===== config.mk =====
export PLATFORM = sky130hd
export DESIGN_NAME = pedd_front_flat
export DESIGN_NICKNAME = d
export VERILOG_FILES = /design/src/rtl/pedd_pkg.sv /design/src/rtl/pedd_if.sv /design/src/rtl/pedd_front.sv /design/src/flat_wrapper.sv
export SDC_FILE = /design/constraint.sdc
export NUM_CORES = 1
export LEC_CHECK = 0
export BUFFER_PORTS_ARGS = -buffer_cell sky130_fd_sc_hd__buf_2
export CAP_MARGIN = 40
export CORE_MARGIN = 3
export CORE_UTILIZATION = 56
export CTS_CLUSTER_SIZE = 24
export DETAILED_ROUTE_END_ITERATION = 10
export PLACE_DENSITY_LB_ADDON = 0.05
export SLEW_MARGIN = 20
export SYNTH_ARGS = -nofsm -noshare
export SYNTH_HDL_FRONTEND = slang
export SYNTH_SLANG_ARGS = --single-unit

===== constraint.sdc =====
create_clock -name clk_i -period 9.7 [get_ports clk_i]
set_input_delay 1.94 -clock clk_i [delete_from_list [all_inputs] [get_ports clk_i]]
set_output_delay 1.94 -clock clk_i [all_outputs]
set_load 0.02 [all_outputs]

===== src/rtl/pedd_pkg.sv =====
// Package with the constants and types of the palette dither.
`timescale 1ns / 1ps
package pedd_pkg;

  localparam int MAX_WIDTH   = 4096;
  localparam int COL_W       = $clog2(MAX_WIDTH);
  localparam int CAND_DEPTH  = 32768;
  localparam int CAND_AW     = $clog2(CAND_DEPTH);
  localparam int CELLS       = 4096;
  localparam int PAL_DEPTH   = 256;
  localparam int ERROR_BITS  = 12;
  localparam int ERR_WORD_W  = 3 * ERROR_BITS;

  localparam int CFG_IDX_W   = 1;
  localparam int CFG_DATA_W  = 12;
  localparam logic [CFG_IDX_W-1:0] CFG_IMAGE_WIDTH = 1'd0;
  localparam logic [CFG_IDX_W-1:0] CFG_CLAMP_LIMIT = 1'd1;
  localparam logic [11:0] WIDTH_RESET = 12'd640;
  localparam logic [7:0]  CLAMP_RESET = 8'd32;

  localparam logic [2:0] OP_PIXEL = 3'd0;
  localparam logic [2:0] OP_PAL   = 3'd1;
  localparam logic [2:0] OP_CELL  = 3'd2;
  localparam logic [2:0] OP_CAND  = 3'd3;
  localparam logic [2:0] OP_FRAME = 3'd4;

  typedef enum logic [2:0] {
    KIND_PIXEL,
    KIND_PAL,
    KIND_CELL,
    KIND_CAND,
    KIND_FRAME
  } kind_e;

  typedef struct packed {
    kind_e       kind;
    logic [14:0] address;
    logic [7:0]  red;
    logic [7:0]  green;
    logic [7:0]  blue;
    logic [15:0] table_data;
  } work_t;

endpackage


===== src/rtl/pedd_if.sv =====
// Stream interfaces for the input and result words of the palette dither.
`timescale 1ns / 1ps
interface pedd_in_if;
  logic        valid;
  logic        ready;
  logic [2:0]  operation;
  logic [14:0] address;
  logic [7:0]  red;
  logic [7:0]  green;
  logic [7:0]  blue;
  logic [15:0] table_data;
  modport source (output valid, operation, address, red, green, blue, table_data,
                  input ready);
  modport sink (input valid, operation, address, red, green, blue, table_data,
                output ready);
endinterface



===== src/rtl/pedd_front.sv =====
// Front end: takes input words, classifies them and queues them for the back end.
`timescale 1ns / 1ps
module pedd_front (
  input  logic           clk_i,
  input  logic           rst_ni,
  pedd_in_if.sink        in_if,
  input  logic           hold_i,
  output pedd_pkg::work_t work_o,
  output logic           work_valid_o,
  input  logic           work_pop_i
);
  import pedd_pkg::*;

  work_t      ent_q [2];
  logic       wr_ptr_q, rd_ptr_q;
  logic [1:0] cnt_q;
  logic       accept, known, push, pop;
  kind_e      kind;

  assign in_if.ready = (cnt_q != 2'd2) && !hold_i;
  assign accept      = in_if.valid && in_if.ready;

  // Unknown operations are consumed and dropped here.
  always_comb begin
    known = 1'b1;
    kind  = KIND_PIXEL;
    case (in_if.operation)
      OP_PIXEL: kind = KIND_PIXEL;
      OP_PAL:   kind = KIND_PAL;
      OP_CELL:  kind = KIND_CELL;
      OP_CAND:  kind = KIND_CAND;
      OP_FRAME: kind = KIND_FRAME;
      default:  known = 1'b0;
    endcase
  end

  assign push         = accept && known;
  assign work_valid_o = (cnt_q != 2'd0);
  assign pop          = work_pop_i && work_valid_o;
  assign work_o       = ent_q[rd_ptr_q];

  always_ff @(posedge clk_i) begin
    if (push) begin
      ent_q[wr_ptr_q] <= '{kind: kind, address: in_if.address, red: in_if.red,
                           green: in_if.green, blue: in_if.blue,
                           table_data: in_if.table_data};
    end
  end

  always_ff @(posedge clk_i or negedge rst_ni) begin
    if (!rst_ni) begin
      wr_ptr_q <= 1'b0;
      rd_ptr_q <= 1'b0;
      cnt_q    <= 2'd0;
    end else begin
      if (push) begin
        wr_ptr_q <= !wr_ptr_q;
      end
      if (pop) begin
        rd_ptr_q <= !rd_ptr_q;
      end
      cnt_q <= cnt_q + 2'(push) - 2'(pop);
    end
  end
endmodule


===== src/flat_wrapper.sv =====
// flat-port wrapper written by rule: the top's interface ports become plain ports
module pedd_front_flat import pedd_pkg::*;
  (clk_i, rst_ni, hold_i, work_o, work_valid_o, work_pop_i, in_if_valid, in_if_operation, in_if_address, in_if_red, in_if_green, in_if_blue, in_if_table_data, in_if_ready);
  pedd_in_if in_if_i ();
  input  logic clk_i;
  input  logic rst_ni;
  input  logic hold_i;
  output pedd_pkg::work_t work_o;
  output logic work_valid_o;
  input  logic work_pop_i;
  input wire logic [$bits(in_if_i.valid)-1:0] in_if_valid;
  input wire logic [$bits(in_if_i.operation)-1:0] in_if_operation;
  input wire logic [$bits(in_if_i.address)-1:0] in_if_address;
  input wire logic [$bits(in_if_i.red)-1:0] in_if_red;
  input wire logic [$bits(in_if_i.green)-1:0] in_if_green;
  input wire logic [$bits(in_if_i.blue)-1:0] in_if_blue;
  input wire logic [$bits(in_if_i.table_data)-1:0] in_if_table_data;
  output wire logic [$bits(in_if_i.ready)-1:0] in_if_ready;
  assign in_if_i.valid = in_if_valid;
  assign in_if_i.operation = in_if_operation;
  assign in_if_i.address = in_if_address;
  assign in_if_i.red = in_if_red;
  assign in_if_i.green = in_if_green;
  assign in_if_i.blue = in_if_blue;
  assign in_if_i.table_data = in_if_table_data;
  assign in_if_ready = in_if_i.ready;
  pedd_front u_core (.clk_i(clk_i), .rst_ni(rst_ni), .in_if(in_if_i), .hold_i(hold_i), .work_o(work_o), .work_valid_o(work_valid_o), .work_pop_i(work_pop_i));
endmodule

Yosys cells after proc, flatten, opt, wreduce, memory -nomap -nowiden:

Memories as Yosys holds them, arrays and structs flattened.
Index checks and enable logic that the tools add are counted.

* add/subtract/negate cells: 2
* equality and inequality tests: 5
* muxes and demuxes: 4
* reduce and logical (&&, ||, !) cells: 10

Operator list (number)
* $pmux W3 S4: 1
* $eq A3 B2 Y1 const B: 2
* $reduce_or A5 Y1: 1
* $logic_and A1 B1 Y1: 4
* $eq A3 B1 Y1 const B: 1
* $eq A3 B3 Y1 const B: 1
* $logic_not A1 Y1: 3
* $logic_not A3 Y1: 1
* $mux W1: 3
* $add A2 B1 Y2: 1
* $ne A2 B2 Y1 const B: 1
* $reduce_bool A2 Y1: 1
* $sub A2 B1 Y2: 1

* memory bits (writable): 116
* input port bits: 63
* memories kept: 1
* output and inout port bits: 60
* logic and storage cells: 25
* register bits: 4

Memory list
* u_core.ent_q: depth 2, bits a word 58, read ports 1, clocked after Yosys merged registers in 0, write ports 1, RTL line pedd_front.sv:14 `work_t ent_q [2];`

Logic depth before layout (Yosys ltp):

* word-level depth: 6
* depth in mapped cells: 7
* depth with buffers taken out: 7

Worst setup path before layout:

No wires, ideal clock.

* kind: input-to-reg
* start point: input in_if_operation[0]
* end point: memory u_core.ent_q[0][0] (netlist name), enable pin
* data required time: 9.219 ns
* arrival: 4.944 ns
* buffers on the path: 0
* cell stages on the path: 3
* setup time: 0.481 ns
* path slack: 4.275 ns
* cells stage by stage: o21ai_0 -> and4bb_2 -> nor2b_1

* word-level cells in the longest chain between the ends: 6
* elaborated cells on any way between the ends: 10
* classes of those cells: eq/ne (4); mux (3); reduce/logical (3)

Ends and longest elaborated chain
* start: declaration: RTL line flat_wrapper.sv:12 `input wire logic [$bits(in_if_i.operation)-1:0] in_if_operation;`
* $eq A3 B1 Y1, or another cell as far along: RTL line pedd_front.sv:27 `case (in_if.operation)`
* $reduce_or A5 Y1 (no line) *
* $mux W1 *: RTL line pedd_front.sv:27
* $logic_and A1 B1 Y1 *: RTL line pedd_front.sv:37 `assign push = accept && known;`
* $mux W1 *: RTL line pedd_front.sv:43 `if (push) begin`
* $mux W1 (not written as such) *: RTL line pedd_front.sv:44 `ent_q[wr_ptr_q] <= '{kind: kind, address: in_if.address, red: in_if.red,`
* end: declaration: RTL line pedd_front.sv:14

Every way passes the cells marked *; elsewhere a longest branch is shown, timed or not.

==> results.toml <==
[power_and_ir_drop]
combPwrFrac = 0.242
p_leak_nw = 2.22
pwr_density_cell_mw_per_mm2 = 293
netSwitchingFraction = 0.279
vdd_ir_drop_max_v = 0.000190
seqPwrFrac = 0.392
finalPower_mw = 1.69
p_int_mw = 1.22
p_sw_mw = 0.473
p_clk_frac = 0.366

[timing]
fin_crit_ns = 4.36
worst_pin_slew_ns = 0.740
rsz0062_at_grt = "false"
holdWs_ns = 0.525
max_freq_mhz = 229
drv_slew = 0
min_period_over_period = 0.449
clock-skew-final_ns = 0.00757
max-slew-margin-rel = 0.505
tns_ns = 0
finalSetupViolCount = 0
hold_violations = 0

[worst_setup_path]
end_kind = "output port"
critPathKind = "reg2out"
critPathLaunchType = "flop"
cp_data_required_time_ns = 7.76
critPathSlowestCell = "dfrtp_2"
worstPathArrival_ns = 2.42
reg2regPathDepth = 4
cp_num_buf_inv = 2
max_stage_delay_ns = 0.83
cp_num_cells = 3
cp_cell_sequence = "buf_4 > mux2_2 > buf_2"
crit_family = "flip-flops"
cp_max_fo = 31

[finish]
drive_gt1_frac = 0.613
final_nets = 406
final_common_cell = "buf_2"
nFillCells = 429
mostFrequentLayoutCells = "buf_2 (122), edfxtp_1 (116), mux2_2 (48)"
fin_cells = 453
antenna_cells = 0
syn2layout_area_growth_pct = 29.3

[synthesis]
yosys_warnings = 0
syn_area_per_cell_um2 = 21.9
synthCells = 204
syn_area_mm2 = 0.00447
syn_nets = 269
synth.distinct_cells = 19
ys_seq_elements = 120
synth.yosys.seq_area_share = 0.801

[drt]
vias = 2278
drc = 0
via_per_inst = 5.03
detail_route.wirelength_um = 7790
wl_per_cell_um = 17.2
drtIter0Drc = 112
first_pass_iters = 4
detail-route-antenna-nets = 0

[global_routing]
track_usage = 0.179
grt_max_degree = 35
grt_pass1_wl_um = 11400
antenna_found_initial = 0
overflow = 0
grt_pass1_vias = 2242

[placed_design]
hpwlAfterDp_um = 4970
dp_cells = 421
routabilityCongestion = 0.696
io_buffers = 122

[run]
max_cap_violations = 0

[floorplanning]
rows = 31
start_util = 0.598
core_mm2 = 0.00749
die_h_um = 95.4
ioPinCount = 123
dieArea_mm2 = 0.00910
die_w_um = 95.4

[cts]
cts.sinks = 120
htreeDepth = 4
clkSlewWorstSetupHoldPaths_ns = 0.06
cts.root.buffer_cell = "clkbuf_8"
cts_tree = "yes"
cts_resized = 0
numCtsBuffers = 17
cts_setup_buffers = 0
postCtsHoldBufs = 0
cts_max_path_buffers = 2
clk-insertion-delay-late_ns = 0.49

[worst_hold_path]
hp-class = "reg2reg"
min_delay_path_depth = 1

[run_status]
status = "complete, no violations"
-- area by class of cell --
| class | count | area, um2 | area share |
|---|---|---|---|
| Clock inverter | 14 | 181 | 0.0314 |
| Sequential cell | 120 | 3580 | 0.620 |
| Tap cell | 99 | 124 | 0.0214 |
| Multi-Input combinational cell | 75 | 835 | 0.144 |
| Clock buffer | 18 | 418 | 0.0723 |
| Timing Repair Buffer | 125 | 633 | 0.109 |
| Inverter | 2 | 7.51 | 0.00130 |
-- sequential cells by signal (all words and copies together) (netlist names) --
signal / cells
u_core.wr_ptr_q: 1
u_core.cnt_q: 2
u_core.rd_ptr_q: 1
u_core.ent_q: 116
-- kinds of logic after synthesis --
logic type | Yosys count | synth area share
AO/OA/AOI/OAI | 1 | 0.00112
AND/OR/NAND/NOR | 10 | 0.0157
multiplexers | 58 | 0.154
buffers and inverters | 9 | 0.0145
flip-flops | 120 | 0.801
adder cells (fa/ha/maj) | 2 | 0.00559
XOR/XNOR | 4 | 0.00783
-- metrics by stage --
| step | util | setup WS [ns] | area, um2 |
|---|---|---|---|
| 6_report | 0.773 | 5.34 | 5780 |
| 3_3_place_gp | 0.692 | 5.47 | 5180 |
| 2_1_floorplan | - | 4.27 | 4470 |
| 3_5_place_dp | 0.692 | 5.47 | 5180 |
| 4_1_cts | 0.773 | 5.27 | 5780 |
| 5_1_grt | 0.773 | 5.19 | 5780 |
-- Yosys cell counts (all sizes together) --
cell type  count  area [um2]
nor3b          1        7.51
xor2           2        17.5
ha             2        25.0
nor2b          4        25.0
xnor2          2        17.5
nor2           1        3.75
buf            7        57.6
o21ai          1        5.00
and2           2        15.0
mux2          58         691
and4bb         1        12.5
edfxtp       116        3480
dfrtp          4         100
inv            2        7.51
or2            1        6.26
-- metal layers --
metal	GRT usage	wire (um)	vias up
met2	0.279	3840	90
met4	0.0640	53	0
met5	0	0	-
met3	0.0900	699	6
li1	-	-	1085
met1	0.217	3200	1097
-- path summary, 6_finish.rpt --
path | from | to | slack, ns
min reg2reg | u_core.cnt_q[1] | u_core.cnt_q[1] | 0.52
max reg2reg | u_core.cnt_q[1] | u_core.ent_q[0][46] | 7.23
min | u_core.cnt_q[1] | u_core.cnt_q[1] | 0.52
max in group asynchronous | rst_ni | u_core.rd_ptr_q | 8.32
max | u_core.rd_ptr_q | work_o[3] | 5.34
min in group asynchronous | rst_ni | u_core.wr_ptr_q | 1.24
-- worst register-to-register path: cells and delay by family, from the launching register on --
kind / cells / cell delay, ns
simple gates: 3 / 1.15
buf+inv: 1 / 0.54
flops: 1 / 0.41
-- power by group through the flow --
stage / registers (mW) / logic (mW) / clock network (mW)
5_1_grt: 0.670 / 0.438 / 0.655
2_1_floorplan: 0.646 / 0.329 / 0
6_report: 0.663 / 0.410 / 0.620
4_1_cts: 0.665 / 0.417 / 0.631
3_5_place_dp: 0.674 / 0.412 / 0
3_3_place_gp: 0.672 / 0.409 / 0
Power figures use the tool's default switching activity.
